**config.mk**
```make
export PLATFORM = sky130hd
export DESIGN_NAME = lpcm_packetizer_core
export DESIGN_NICKNAME = d
export VERILOG_FILES = /design/src/rtl/lpcmp_pkg.sv /design/src/rtl/lpcmp_derive.sv /design/src/rtl/lpcmp_front.sv /design/src/rtl/lpcmp_queue.sv /design/src/rtl/lpcmp_back.sv /design/src/rtl/lpcm_packetizer_core.sv
export SDC_FILE = /design/constraint.sdc
export NUM_CORES = 1
export LEC_CHECK = 0
export ABC_AREA = 0
export BUFFER_PORTS_ARGS = -buffer_cell sky130_fd_sc_hd__buf_4
export CAP_MARGIN = 20
export CORE_MARGIN = 2
export CORE_UTILIZATION = 45
export CTS_CLUSTER_DIAMETER = 120
export DETAILED_ROUTE_END_ITERATION = 10
export PLACE_DENSITY = 0.63
export SLEW_MARGIN = 20
export SYNTH_ARGS = -nofsm -noshare
export SYNTH_HDL_FRONTEND = slang
export SYNTH_SLANG_ARGS = --single-unit
```
**constraint.sdc**
```tcl
create_clock -name clk -period 26.2 [get_ports clk]
set_input_delay 7.86 -clock clk [delete_from_list [all_inputs] [get_ports clk]]
set_output_delay 7.86 -clock clk [all_outputs]
set_load 0.05 [all_outputs]
```
**src/rtl/lpcmp_pkg.sv**
```systemverilog
// Shared types, constants and small decode functions for the LPCM packetizer.
// Used by every module under rtl/; depends on nothing.
package lpcmp_pkg;

	localparam int GROUP_MAX    = 12;
	localparam int HDR_LEN      = 14;
	localparam int PES_OVERHEAD = 18;
	localparam int SUB_W        = 13;

	// register indexes of the configuration port
	localparam logic [1:0] REG_RATE     = 2'd0;
	localparam logic [1:0] REG_CHANNELS = 2'd1;
	localparam logic [1:0] REG_WIDE     = 2'd2;

	// private header constants
	localparam logic [7:0] HDR_SYNC    = 8'hA0;
	localparam logic [7:0] HDR_B3      = 8'h0A;
	localparam logic [7:0] HDR_B5      = 8'h09;
	localparam logic [7:0] HDR_QUANT   = 8'h0F;
	localparam logic [7:0] HDR_WIDE24  = 8'h20;
	localparam logic [7:0] HDR_B11     = 8'h80;

	localparam logic [7:0] BASE_LOW  = 8'd40;
	localparam logic [7:0] BASE_MID  = 8'd80;
	localparam logic [7:0] BASE_HIGH = 8'd160;

	typedef struct packed {
		logic [2:0] rate_code;
		logic [3:0] channel_count;
		logic       wide_samples;
	} cfg_t;

	localparam cfg_t CFG_RESET = '{rate_code: 3'd0, channel_count: 4'd2, wide_samples: 1'b0};

	// one finished group, already reordered, plus its framing marks
	typedef struct packed {
		logic [GROUP_MAX-1:0][7:0] data;
		logic                      hdr;
		logic                      ends;
		logic [4:0]                cnt;
	} job_t;

	function automatic logic [7:0] sub_base(input logic [2:0] rate);
		logic [7:0] b;
		unique case (rate)
			3'd0, 3'd3: b = BASE_LOW;
			3'd1, 3'd4: b = BASE_MID;
			3'd2, 3'd5: b = BASE_HIGH;
			default:    b = 8'd0;
		endcase
		return b;
	endfunction

	function automatic logic [7:0] rate_bits(input logic [2:0] rate);
		logic [7:0] b;
		unique case (rate)
			3'd1:    b = 8'h10;
			3'd2:    b = 8'h20;
			3'd3:    b = 8'h80;
			3'd4:    b = 8'h90;
			3'd5:    b = 8'hA0;
			default: b = 8'h00;
		endcase
		return b;
	endfunction

	// source byte of each output slot for a 24-bit stereo group
	function automatic logic [3:0] perm_src(input logic [3:0] i);
		logic [3:0] s;
		unique case (i)
			4'd0:    s = 4'd2;
			4'd1:    s = 4'd1;
			4'd2:    s = 4'd5;
			4'd3:    s = 4'd4;
			4'd4:    s = 4'd8;
			4'd5:    s = 4'd7;
			4'd6:    s = 4'd11;
			4'd7:    s = 4'd10;
			4'd8:    s = 4'd0;
			4'd9:    s = 4'd3;
			4'd10:   s = 4'd6;
			4'd11:   s = 4'd9;
			default: s = 4'd0;
		endcase
		return s;
	endfunction

	function automatic logic [7:0] hdr_byte(input logic [3:0] i, input logic [4:0] cnt,
			input cfg_t cfg);
		logic [7:0] b;
		unique case (i)
			4'd0:    b = HDR_SYNC;
			4'd1:    b = {3'b000, cnt};
			4'd3:    b = HDR_B3;
			4'd5:    b = HDR_B5;
			4'd7:    b = HDR_QUANT | (cfg.wide_samples ? HDR_WIDE24 : 8'h00);
			4'd8:    b = HDR_QUANT | rate_bits(cfg.rate_code);
			4'd10:   b = {4'b0000, cfg.channel_count - 4'd1};
			4'd11:   b = HDR_B11;
			default: b = 8'h00;
		endcase
		return b;
	endfunction

endpackage

```
**src/rtl/lpcmp_derive.sv**
```systemverilog
// Configuration registers and payload length derivation (subframe size and
// a restoring divider, one quotient bit per cycle). Uses lpcmp_pkg.
module lpcmp_derive #(
	parameter int PACKET_SIZE = 2048
) (
	input  logic                           clk,
	input  logic                           arst_n,
	input  logic                           cfg_wr_en,
	input  logic [1:0]                     cfg_index,
	input  logic [3:0]                     cfg_data,
	output lpcmp_pkg::cfg_t                cfg,
	output logic                           busy,
	output logic [$clog2(PACKET_SIZE)-1:0] payload_len,
	output logic [4:0]                     spp
);
	localparam int NW = $clog2(PACKET_SIZE);
	localparam int RW = lpcmp_pkg::SUB_W + 1;
	localparam int SW = $clog2(NW);
	localparam logic [NW-1:0] AVAIL =
		NW'(PACKET_SIZE - lpcmp_pkg::PES_OVERHEAD - lpcmp_pkg::HDR_LEN);

	typedef enum logic [1:0] {D_SUB, D_DIV, D_IDLE} state_t;

	state_t                      state_q;
	lpcmp_pkg::cfg_t             cfg_q;
	logic [lpcmp_pkg::SUB_W-1:0] sub_q;
	logic [lpcmp_pkg::SUB_W-1:0] rem_q;
	logic [NW-1:0]               num_q;
	logic [4:0]                  quo_q;
	logic [SW-1:0]               step_q;
	logic [NW-1:0]               payload_q;
	logic [4:0]                  spp_q;

	logic                        cfg_hit;
	logic [11:0]                 base_ch;
	logic [lpcmp_pkg::SUB_W-1:0] sub_comb;
	logic [RW-1:0]               shifted;
	logic [lpcmp_pkg::SUB_W-1:0] rem_next;
	logic [4:0]                  quo_next;

	assign cfg_hit = cfg_wr_en && ((cfg_index == lpcmp_pkg::REG_RATE) ||
		(cfg_index == lpcmp_pkg::REG_CHANNELS) || (cfg_index == lpcmp_pkg::REG_WIDE));

	always_comb begin
		base_ch  = 12'(lpcmp_pkg::sub_base(cfg_q.rate_code)) * 12'(cfg_q.channel_count);
		// bytes per sample: 2 or 3
		sub_comb = {base_ch, 1'b0} + (cfg_q.wide_samples ? {1'b0, base_ch} : '0);
		shifted  = {rem_q, num_q[NW-1]};
		if (shifted >= {1'b0, sub_q}) begin
			rem_next = lpcmp_pkg::SUB_W'(shifted - {1'b0, sub_q});
			quo_next = {quo_q[3:0], 1'b1};
		end else begin
			rem_next = lpcmp_pkg::SUB_W'(shifted);
			quo_next = {quo_q[3:0], 1'b0};
		end
	end

	always_ff @(posedge clk or negedge arst_n) begin
		if (!arst_n) begin
			state_q   <= D_SUB;
			cfg_q     <= lpcmp_pkg::CFG_RESET;
			payload_q <= '0;
			spp_q     <= '0;
		end else if (cfg_hit) begin
			unique case (cfg_index)
				lpcmp_pkg::REG_RATE:     cfg_q.rate_code     <= cfg_data[2:0];
				lpcmp_pkg::REG_CHANNELS: cfg_q.channel_count <= cfg_data;
				lpcmp_pkg::REG_WIDE:     cfg_q.wide_samples  <= cfg_data[0];
				default: ;
			endcase
			state_q <= D_SUB;
		end else begin
			unique case (state_q)
				D_SUB: begin
					sub_q   <= sub_comb;
					rem_q   <= '0;
					num_q   <= AVAIL;
					quo_q   <= '0;
					step_q  <= '0;
					state_q <= D_DIV;
				end
				D_DIV: begin
					if (sub_q == '0) begin
						// subframe size is zero: drop everything
						payload_q <= '0;
						spp_q     <= '0;
						state_q   <= D_IDLE;
					end else begin
						rem_q  <= rem_next;
						quo_q  <= quo_next;
						num_q  <= {num_q[NW-2:0], 1'b0};
						step_q <= step_q + SW'(1);
						if (step_q == SW'(NW - 1)) begin
							// payload = AVAIL - AVAIL mod sub
							payload_q <= AVAIL - NW'(rem_next);
							spp_q     <= quo_next;
							state_q   <= D_IDLE;
						end
					end
				end
				D_IDLE: ;
				default: state_q <= D_IDLE;
			endcase
		end
	end

	assign cfg         = cfg_q;
	assign busy        = (state_q != D_IDLE);
	assign payload_len = payload_q;
	assign spp         = spp_q;

	a_payload_fits: assert property (@(posedge clk) disable iff (!arst_n)
		$fell(busy) |-> (payload_q <= AVAIL))
		else $error("derived payload length exceeds packet room");

endmodule

```
**src/rtl/lpcmp_front.sv**
```systemverilog
// Front end: accepts bytes, collects groups, tracks packet framing and
// emits one reordered group job per completed group. Uses lpcmp_pkg.
module lpcmp_front #(
	parameter int PACKET_SIZE = 2048
) (
	input  logic                           clk,
	input  logic                           arst_n,
	input  logic                           clear,
	input  lpcmp_pkg::cfg_t                cfg,
	input  logic                           busy,
	input  logic [$clog2(PACKET_SIZE)-1:0] payload_len,
	input  logic [4:0]                     spp,
	input  logic                           in_valid,
	output logic                           in_ready,
	input  logic [7:0]                     sample_byte,
	input  logic                           q_full,
	output logic                           push,
	output lpcmp_pkg::job_t                push_job
);
	localparam int PW = $clog2(PACKET_SIZE);

	logic [7:0]  group_store_q [lpcmp_pkg::GROUP_MAX];
	logic [3:0]  group_fill_q;
	logic [PW-1:0] packet_fill_q;
	logic [4:0]  sf_count_q;

	logic        accept;
	logic        live;
	logic [3:0]  gsize_m1;
	logic        completing;
	logic        start_pkt;
	logic [4:0]  cnt_next;
	logic [PW:0] pf_sum;
	logic        ends;
	logic [7:0]  cur [lpcmp_pkg::GROUP_MAX];

	assign in_ready = !busy && !q_full;
	assign accept   = in_valid && in_ready;
	assign live     = (payload_len != '0);

	always_comb begin
		gsize_m1   = cfg.wide_samples ? 4'd11 : 4'd1;
		completing = (group_fill_q == gsize_m1);
		start_pkt  = (packet_fill_q == '0);
		cnt_next   = sf_count_q + spp;
		pf_sum     = {1'b0, packet_fill_q} + (PW+1)'(gsize_m1) + (PW+1)'(1);
		ends       = (pf_sum >= {1'b0, payload_len});
		for (int i = 0; i < lpcmp_pkg::GROUP_MAX; i++) begin
			cur[i] = (group_fill_q == 4'(i)) ? sample_byte : group_store_q[i];
		end
		for (int i = 0; i < lpcmp_pkg::GROUP_MAX; i++) begin
			push_job.data[i] = cfg.wide_samples ? cur[lpcmp_pkg::perm_src(4'(i))] : 8'h00;
		end
		if (!cfg.wide_samples) begin
			// 16-bit: swap to big-endian
			push_job.data[0] = cur[1];
			push_job.data[1] = cur[0];
		end
		push_job.hdr  = start_pkt;
		push_job.ends = ends;
		push_job.cnt  = start_pkt ? cnt_next : sf_count_q;
	end

	assign push = accept && live && completing;

	always_ff @(posedge clk) begin
		if (accept && live && !completing) begin
			group_store_q[group_fill_q] <= sample_byte;
		end
	end

	always_ff @(posedge clk or negedge arst_n) begin
		if (!arst_n) begin
			group_fill_q  <= '0;
			packet_fill_q <= '0;
			sf_count_q    <= '0;
		end else if (clear) begin
			group_fill_q  <= '0;
			packet_fill_q <= '0;
			sf_count_q    <= '0;
		end else if (accept && live) begin
			if (completing) begin
				group_fill_q  <= '0;
				packet_fill_q <= ends ? '0 : PW'(pf_sum);
				if (start_pkt) begin
					sf_count_q <= cnt_next;
				end
			end else begin
				group_fill_q <= group_fill_q + 4'd1;
			end
		end
	end

endmodule

```
**src/rtl/lpcmp_queue.sv**
```systemverilog
// Two-entry job queue between the front end and the byte serializer.
// Uses lpcmp_pkg for the job type.
module lpcmp_queue (
	input  logic            clk,
	input  logic            arst_n,
	input  logic            push,
	input  lpcmp_pkg::job_t push_job,
	output logic            full,
	input  logic            pop,
	output lpcmp_pkg::job_t head,
	output logic            head_valid
);
	lpcmp_pkg::job_t entry_q [2];
	logic            wr_ptr_q;
	logic            rd_ptr_q;
	logic [1:0]      count_q;

	assign full       = (count_q == 2'd2);
	assign head_valid = (count_q != 2'd0);
	assign head       = entry_q[rd_ptr_q];

	always_ff @(posedge clk) begin
		if (push) begin
			entry_q[wr_ptr_q] <= push_job;
		end
	end

	always_ff @(posedge clk or negedge arst_n) begin
		if (!arst_n) begin
			wr_ptr_q <= 1'b0;
			rd_ptr_q <= 1'b0;
			count_q  <= 2'd0;
		end else begin
			if (push) begin
				wr_ptr_q <= ~wr_ptr_q;
			end
			if (pop) begin
				rd_ptr_q <= ~rd_ptr_q;
			end
			count_q <= count_q + {1'b0, push} - {1'b0, pop};
		end
	end

	a_no_overflow: assert property (@(posedge clk) disable iff (!arst_n)
		push |-> (count_q != 2'd2))
		else $error("job pushed into a full queue");

endmodule

```
**src/rtl/lpcmp_back.sv**
```systemverilog
// Back end: walks the head job byte by byte (header first when marked)
// into a registered output stage. Uses lpcmp_pkg.
module lpcmp_back (
	input  logic            clk,
	input  logic            arst_n,
	input  lpcmp_pkg::cfg_t cfg,
	input  lpcmp_pkg::job_t head,
	input  logic            head_valid,
	output logic            pop,
	output logic            out_valid,
	input  logic            out_ready,
	output logic [7:0]      out_byte,
	output logic            packet_start,
	output logic            packet_end,
	output logic            last
);
	logic [4:0] pos_q;
	logic       out_valid_q;
	logic [7:0] byte_q;
	logic       start_q;
	logic       end_q;
	logic       last_q;

	logic [4:0] len_m1;
	logic       final_pos;
	logic       adv;
	logic       in_hdr;
	logic [4:0] di;
	logic [7:0] byte_sel;

	always_comb begin
		if (head.hdr) begin
			len_m1 = cfg.wide_samples ? 5'd25 : 5'd15;
			di     = pos_q - 5'(lpcmp_pkg::HDR_LEN);
		end else begin
			len_m1 = cfg.wide_samples ? 5'd11 : 5'd1;
			di     = pos_q;
		end
		in_hdr    = head.hdr && (pos_q < 5'(lpcmp_pkg::HDR_LEN));
		final_pos = (pos_q == len_m1);
		if (in_hdr) begin
			byte_sel = lpcmp_pkg::hdr_byte(pos_q[3:0], head.cnt, cfg);
		end else if (di < 5'(lpcmp_pkg::GROUP_MAX)) begin
			byte_sel = head.data[di[3:0]];
		end else begin
			byte_sel = 8'h00;
		end
	end

	assign adv = head_valid && (!out_valid_q || out_ready);
	assign pop = adv && final_pos;

	always_ff @(posedge clk) begin
		if (adv) begin
			byte_q  <= byte_sel;
			start_q <= head.hdr && (pos_q == 5'd0);
			end_q   <= head.ends && final_pos;
			last_q  <= final_pos;
		end
	end

	always_ff @(posedge clk or negedge arst_n) begin
		if (!arst_n) begin
			pos_q       <= '0;
			out_valid_q <= 1'b0;
		end else begin
			if (adv) begin
				out_valid_q <= 1'b1;
				pos_q       <= final_pos ? 5'd0 : pos_q + 5'd1;
			end else if (out_ready) begin
				out_valid_q <= 1'b0;
			end
		end
	end

	assign out_valid    = out_valid_q;
	assign out_byte     = byte_q;
	assign packet_start = start_q;
	assign packet_end   = end_q;
	assign last         = last_q;

	a_start_is_sync: assert property (@(posedge clk) disable iff (!arst_n)
		(out_valid_q && start_q) |-> (byte_q == lpcmp_pkg::HDR_SYNC))
		else $error("packet start without header sync byte");

	a_end_is_last: assert property (@(posedge clk) disable iff (!arst_n)
		(out_valid_q && end_q) |-> last_q)
		else $error("packet end not on the last byte of a group");

endmodule

```
**src/rtl/lpcm_packetizer_core.sv**
```systemverilog
// LPCM packetizer top level: configuration, front end, job queue, serializer.
// Depends on lpcmp_pkg, lpcmp_derive, lpcmp_front, lpcmp_queue, lpcmp_back.
//
// Frames a little-endian PCM byte stream (one byte per item) as DVD LPCM
// packets: a 14-byte private header followed by reordered sample groups of
// 2 bytes (16-bit, byte-swapped) or 12 bytes (24-bit, permuted). The front
// end takes one input item per clock while the two-entry job queue has room
// and the divider is not busy; the serializer sends one output item per
// clock while out_ready is high, so a group is 2 or 12 output bytes, plus 14
// header bytes when it opens a packet. Each output item carries last on the
// final byte of the group that the input item completed, and packet_end on
// the final payload byte of a packet. After reset and after every write to a
// defined register the payload length is recomputed and framing restarts;
// in_ready stays low until the one-bit-per-cycle divider has finished.
// Write configuration only while no results are pending. When no whole
// subframe fits, input items are accepted and dropped.
module lpcm_packetizer_core #(
	parameter int PACKET_SIZE = 2048
) (
	input  logic       clk,
	input  logic       arst_n,
	input  logic       cfg_wr_en,
	input  logic [1:0] cfg_index,
	input  logic [3:0] cfg_data,
	input  logic       in_valid,
	output logic       in_ready,
	input  logic [7:0] sample_byte,
	output logic       out_valid,
	input  logic       out_ready,
	output logic [7:0] out_byte,
	output logic       packet_start,
	output logic       packet_end,
	output logic       last
);
	localparam int PW = $clog2(PACKET_SIZE);

	lpcmp_pkg::cfg_t cfg;
	logic            busy;
	logic [PW-1:0]   payload_len;
	logic [4:0]      spp;
	logic            restart;
	logic            q_full;
	logic            push;
	lpcmp_pkg::job_t push_job;
	lpcmp_pkg::job_t head;
	logic            head_valid;
	logic            pop;

	// a write to a defined register restarts the framing
	assign restart = cfg_wr_en && ((cfg_index == lpcmp_pkg::REG_RATE) ||
		(cfg_index == lpcmp_pkg::REG_CHANNELS) || (cfg_index == lpcmp_pkg::REG_WIDE));

	lpcmp_derive #(.PACKET_SIZE(PACKET_SIZE)) u_derive (
		.clk         (clk),
		.arst_n      (arst_n),
		.cfg_wr_en   (cfg_wr_en),
		.cfg_index   (cfg_index),
		.cfg_data    (cfg_data),
		.cfg         (cfg),
		.busy        (busy),
		.payload_len (payload_len),
		.spp         (spp)
	);

	// front: collect groups, decide header and packet end
	lpcmp_front #(.PACKET_SIZE(PACKET_SIZE)) u_front (
		.clk         (clk),
		.arst_n      (arst_n),
		.clear       (restart),
		.cfg         (cfg),
		.busy        (busy),
		.payload_len (payload_len),
		.spp         (spp),
		.in_valid    (in_valid),
		.in_ready    (in_ready),
		.sample_byte (sample_byte),
		.q_full      (q_full),
		.push        (push),
		.push_job    (push_job)
	);

	// hold finished groups so either side can stall on its own
	lpcmp_queue u_queue (
		.clk        (clk),
		.arst_n     (arst_n),
		.push       (push),
		.push_job   (push_job),
		.full       (q_full),
		.pop        (pop),
		.head       (head),
		.head_valid (head_valid)
	);

	// back: serialize header and group bytes
	lpcmp_back u_back (
		.clk          (clk),
		.arst_n       (arst_n),
		.cfg          (cfg),
		.head         (head),
		.head_valid   (head_valid),
		.pop          (pop),
		.out_valid    (out_valid),
		.out_ready    (out_ready),
		.out_byte     (out_byte),
		.packet_start (packet_start),
		.packet_end   (packet_end),
		.last         (last)
	);

endmodule
```
# [After elaboration in Yosys (flattened, before gate mapping)]
# Memory sizes are Yosys's and may differ from the RTL's.
# Index checks and enable logic that the tools add are counted.
[word_totals] regBits=112 ramBits=302 inputBits=19 wordCells=199 memories=2
[op_classes] n_addsub=13 n_mul=1 magnitude_cmp=5 n_eq_ne=35 mux=73 n_bitwise=3 n_reduce_logical=44
[mem_list] memory="u_queue.entry_q" words=2 word_bits=103 read_ports=1 rd_clocked_by_memory_dff=0 wr=1 line_no="lpcmp_queue.sv:13" rtl="lpcmp_pkg::job_t entry_q [2];"
[mem_list] memory="u_front.group_store_q" words=12 word_bits=8 read_ports=12 rd_clocked_by_memory_dff=0 wr=1 line_no="lpcmp_front.sv:22" rtl="logic [7:0] group_store_q [lpcmp_pkg::GROUP_MAX];"
[ops] op="2-to-1 mux 8 bit" n=25
[ops] op="2-to-1 mux 11 bit" n=7
[ops] op="case mux 8 bit (8 select lines)" n=1
[ops] op="2-to-1 mux 5 bit" n=10
[ops] op="case mux 8 bit (5 select lines)" n=1
[ops] op="binary-select mux 8 bit (select 4 bit)" n=1
[ops] op="== test 4 bit (second input constant)" n=8
[ops] op="2-to-1 mux 4 bit" n=7
[ops] op="2-to-1 mux 13 bit" n=2
[ops] op="case mux 13 bit (2 select lines)" n=1
[ops] op="== test 4 x 3 -> 1 bit (second input constant)" n=6
[ops] op="case mux 8 bit (3 select lines)" n=1
[ops] op="case mux 11 bit (2 select lines)" n=1
[ops] op="2-to-1 mux 16 bit" n=1
[ops] op="case mux 4 bit (2 select lines)" n=2
[ops] op="greater-or-equal comparator 14 x 13 -> 1 bit" n=1
[ops] op="adder 13 bit" n=1
[ops] op="zero test 13 bit" n=1
[ops] op="subtractor 13 bit" n=1
[ops] op="adder 11 x 4 -> 12 bit" n=1
[ops] op="adder 12 x 1 -> 12 bit (second input constant)" n=1
[ops] op="== test 4 x 2 -> 1 bit (second input constant)" n=3
[ops] op="greater-or-equal comparator 12 x 11 -> 1 bit" n=1
[ops] op="multiplier 8 x 4 -> 12 bit" n=1
[ops] op="40 further kinds" n=89

# [Longest topological paths before layout]
[depth] depth_word=8 depth_mapped=19 ltp_nobuf=19

# [By module]
# A second synthesis with hierarchy kept.
[hier_totals] cells_unflattened=1588 area_unflattened_um2=20230.7
[modules_own_cells] module="lpcmp_queue" n_inst=1 cells_each=336 area_each_um2=7883.8 seq_area_each_um2=6286.0
[modules_own_cells] module="lpcmp_front" n_inst=1 cells_each=658 area_each_um2=6211.0 seq_area_each_um2=3358.2
[modules_own_cells] module="lpcmp_derive" n_inst=1 cells_each=393 area_each_um2=4006.3 seq_area_each_um2=1762.9
[modules_own_cells] module="lpcmp_back" n_inst=1 cells_each=200 area_each_um2=2118.3 seq_area_each_um2=480.5
[modules_own_cells] module="lpcm_packetizer_core" n_inst=1 cells_each=1 area_each_um2=11.3 seq_area_each_um2=0.0

# [Worst setup path after synthesis]
# No wires, ideal clock.
[synth_timing] kind="in2reg" start="input port in_valid" end="memory u_queue.entry_q[0][0] in the netlist's numbering (enable)" arrival_ns=15.165 required_ns=25.509 slack_ns=10.344 path_stages=2 path_buffers=0 cell_sequence="nand3_1 > nor3_1"
[synth_via] elab_chain_len=5
[synth_lines] element="from (decl)" line_no="lpcm_packetizer_core.sv:25" rtl="input logic in_valid,"
[synth_lines] element="logical AND 1 bit" line_no="lpcmp_front.sv:38" rtl="assign accept = in_valid && in_ready;"
[synth_lines] element="logical AND 1 bit (2 in a row)" line_no="lpcmp_front.sv:64" rtl="assign push = accept && live && completing;"
[synth_lines] element="2-to-1 mux 1 bit" line_no="lpcmp_queue.sv:23" rtl="if (push) begin"
[synth_lines] element="2-to-1 mux 1 bit (implied by the code)" line_no="lpcmp_queue.sv:24" rtl="entry_q[wr_ptr_q] <= push_job;"
[synth_lines] element="to (decl)" line_no="lpcmp_queue.sv:13"
# No other way between the ends.

# [Worst setup path in the final report]
[layout_timing] start="input port in_valid" end="memory u_queue.entry_q[1][102] in the netlist's numbering (enable)"
[layout_via] elab_chain_len=5
[layout_lines] element="logical AND 1 bit" line_no="lpcmp_front.sv:38"
[layout_lines] element="logical AND 1 bit (2 in a row)" line_no="lpcmp_front.sv:64"
[layout_lines] element="named net push" line_no="lpcm_packetizer_core.sv:43" rtl="logic push;"
[layout_lines] element="2-to-1 mux 1 bit" line_no="lpcmp_queue.sv:23"
[layout_lines] element="2-to-1 mux 1 bit (implied by the code)" line_no="lpcmp_queue.sv:24"
# The timed path passes the listed nets, and every way through them passes these cells.

==> flow_summary_export.csv <==
group,metric,value,unit
route,ant_nets,0,
sta,tightest_slew,0.976,ns
clock_network,clk_path_buf_depth,3,
sta,fin_setup_tns,0,ns
worst_setup_path,arrival,10.28,ns
clock_network,cts_root_buffer,"clkbuf_16",
sta,finalCriticalPeriod,10.07,ns
power_and_ir_drop,p_leak,0.00805,uW
worst_setup_path,crit_type,"in2reg",
synth,syn_area_per_cell,13.2,um^2
synth,synthCells,1459,
global_route,overflow,0,
clock_network,hold_buffers,0,
run_status,status,"finished clean",
die,fp.dieH,211,um
cells_and_area,final_cell_mix,"350 x edfxtp_1, 159 x nand2_1, 109 x a21oi_1",
synth,synth.yosys.seq_area_share,61.6,%
cells_and_area,layout_commonest_cell,"edfxtp_1",
route,first_iter_violations,1179,
worst_hold_path,hp-start,"u_derive.spp[0]$_DFFE_PN0P_",
cells_and_area,fillers,3537,
sta,finalHoldViolations,0,
synth,synth-seq-cells,405,
global_route,grt_pass1_vias,11670,
global_route,grt.total_usage,20.4,%
worst_setup_path,cp_data_required_time,26.41,ns
sta,report.final.setup_viol,0,
sta,period_share,38.4,%
place,dp_hpwl,29.2,mm
worst_setup_path,crit_path_end_kind,"flip-flop",
die,coreArea,42100,um^2
route,drc,0,
place,finalWeightedCongestion,0.800,
worst_setup_path,cp_max_fo,70,
sta,rsz0062_at_grt,"false",
die,start_util,45.8,%
sta,holdWs,0.495,ns
sta,slew-limit-headroom,33.6,%
clock_network,clkSlewWorstSetupHoldPaths,0.06,ns
power_and_ir_drop,pwr_density_cell,94.6,nW/um^2
sta,max_freq,99.3,MHz
clock_network,clock-sinks,405,
cells_and_area,diodes,0,
cells_and_area,multi_input_area,6890,um^2
cells_and_area,areaGrowthSynthToFinish,11.8,%
worst_setup_path,setup.worst_path.start_class,"input port",
die,die-area,44600,um^2
flow_run,maxCapViolations,0,
global_route,antenna_found_initial,2,
synth,synth-edff-count,350,
route,wl_per_cell,21.6,um
route,first_pass_iters,5,
clock_network,post_cts_resized,0,
power_and_ir_drop,max-vdd-ir-drop,0.0000482,V
cells_and_area,postLayoutCoreUtil,51.2,%
power_and_ir_drop,finalPower,2040,uW
die,num_rows,75,
synth,synth.distinct_cells,69,
worst_setup_path,cp-startpoint,"in_valid",
clock_network,htree_levels,2,
route,wl,44.4,mm
synth,synth_area,19300,um^2
die,ios,32,
cells_and_area,regArea,11900,um^2
place,io_buffers,31,
sta,maxSlewViolCount,0,
synth,synth_nets,1552,
route,vias,11969,
synth,ys.flop_type,"edfxtp_1",
global_route,grt_pass1_wl,69.0,mm
clock_network,cts_setup_buffers,0,
global_route,grt_max_degree,78,
worst_setup_path,r2r_start,"u_derive.cfg[0]$_DFFE_PN0P_",
route,viasPerCell,5.82,
die,die_w,211,um
cells_and_area,drive_gt1_share,13.6,%
cells_and_area,nets,1575,
clock_network,numCtsBuffers,44,
clock_network,clkLatencyLatePin,0.59,ns
sta,clock_skew,0.0298,ns
clock_network,cts_tree,"built",
worst_hold_path,hold_class,"reg2reg",
synth,synth-async-reset-ratio,13.6,%
synth,yosysWarnings,0,
routing by layer:
metal | vias to the layer above | routed length (um) | track usage, %
met5 | - | 0 | 0
met4 | 0 | 1010 | 6.36
met2 | 440 | 19600 | 30.6
li1 | 5517 | - | -
met3 | 62 | 3590 | 3.48
met1 | 5950 | 20200 | 30.5
sequential cells by signal, indices dropped and copies added (netlist names), 2 cells and up:
signal                 cells
u_back.out_byte            8
u_derive.sub_q            10
u_front.group_fill_q       4
u_derive.quo_q             4
u_derive.cfg               8
u_derive.num_q             6
u_derive.state_q           2
u_front.group_store_q     96
u_derive.rem_q            13
u_front.sf_count_q         5
u_back.pos_q               5
u_derive.spp               5
u_front.packet_fill_q     10
u_derive.payload_len      11
u_queue.count_q            2
u_queue.entry_q          206
u_derive.step_q            4
final timing paths:
path,endpoint,slack (ns),depth (start not counted)
min,u_derive.spp[0]$_DFFE_PN0P_,0.49,2
min in group asynchronous,u_derive.cfg[5]$_DFFE_PN0P_,7.35,1
max reg2reg,u_front.packet_fill_q[8]$_DFFE_PN0P_,21.31,15
min reg2reg,u_derive.spp[0]$_DFFE_PN0P_,0.49,2
max,u_queue.entry_q[1][102]$_DFFE_PP_,16.13,5
max in group asynchronous,u_queue.rd_ptr_q$_DFFE_PN0P_,18.25,1
synth_stat cells (all sizes together) (5+ instances only):
cell type / count / share of area, %
a21oi: 110 / 2.9
o21ai: 33 / 0.88
nor3: 17 / 0.44
a22o: 8 / 0.36
o21a: 8 / 0.31
o22ai: 7 / 0.23
mux2: 11 / 0.64
o31ai: 6 / 0.26
a31oi: 6 / 0.19
edfxtp: 350 / 54
nor4: 10 / 0.32
nand3: 84 / 2.2
clkbuf: 57 / 1.1
and2: 23 / 0.75
nor2: 75 / 1.5
mux4: 56 / 6.5
and3: 12 / 0.39
nand2b: 8 / 0.26
inv: 65 / 1.3
o21bai: 6 / 0.23
dfrtp: 54 / 7.0
ha: 66 / 4.3
xor2: 15 / 0.68
buf: 15 / 0.43
a21boi: 5 / 0.19
a211oi: 15 / 0.58
nor2b: 12 / 0.39
a21o: 17 / 0.66
o211ai: 7 / 0.27
nand2: 159 / 3.1
mux2i: 49 / 2.6
xnor2: 33 / 1.5
fa: 8 / 0.83
critical path, cell delays in order:
cell	delay [ns]
buf_4	0.10
nand3_1	0.26
nor2_1	0.60
and2_4	0.57
buf_4	0.78
through the flow:
stage	std cells	setup slack, ns	area (um^2)
finish	2057	16.13	21600
detailed placement	1975	15.46	20100
global route	2057	15.87	21600
floorplan	1459	10.34	19300
global placement	1975	15.54	20100
CTS	2057	16.07	21600
report_power, final:
part	internal, uW	total [uW]	switching [uW]
clock	384	641	257
sequential	759	800	40.7
combinational	250	601	351
total	1390	2040	649
cell families (layout without fill, tap and decap cells):
kind of cell	Yosys count	in the layout	synth area share, %
adder cells (fa/ha/maj)	74	74	5.11
XOR/XNOR	48	48	2.22
multiplexers	116	116	9.80
flip-flops	405	405	61.6
AO/OA/AOI/OAI	253	253	8.21
buffers and inverters	138	197	2.83
AND/OR/NAND/NOR	425	425	10.2
final cells by class:
cell class | instances | share of cell area [%]
Tap cell | 539 | 3.12
Timing Repair Buffer | 49 | 1.70
Clock inverter | 25 | 1.46
Multi-Input combinational cell | 916 | 31.9
Sequential cell | 405 | 55.1
Clock buffer | 57 | 5.52
Inverter | 66 | 1.15
Power figures use the tool's default switching activity.
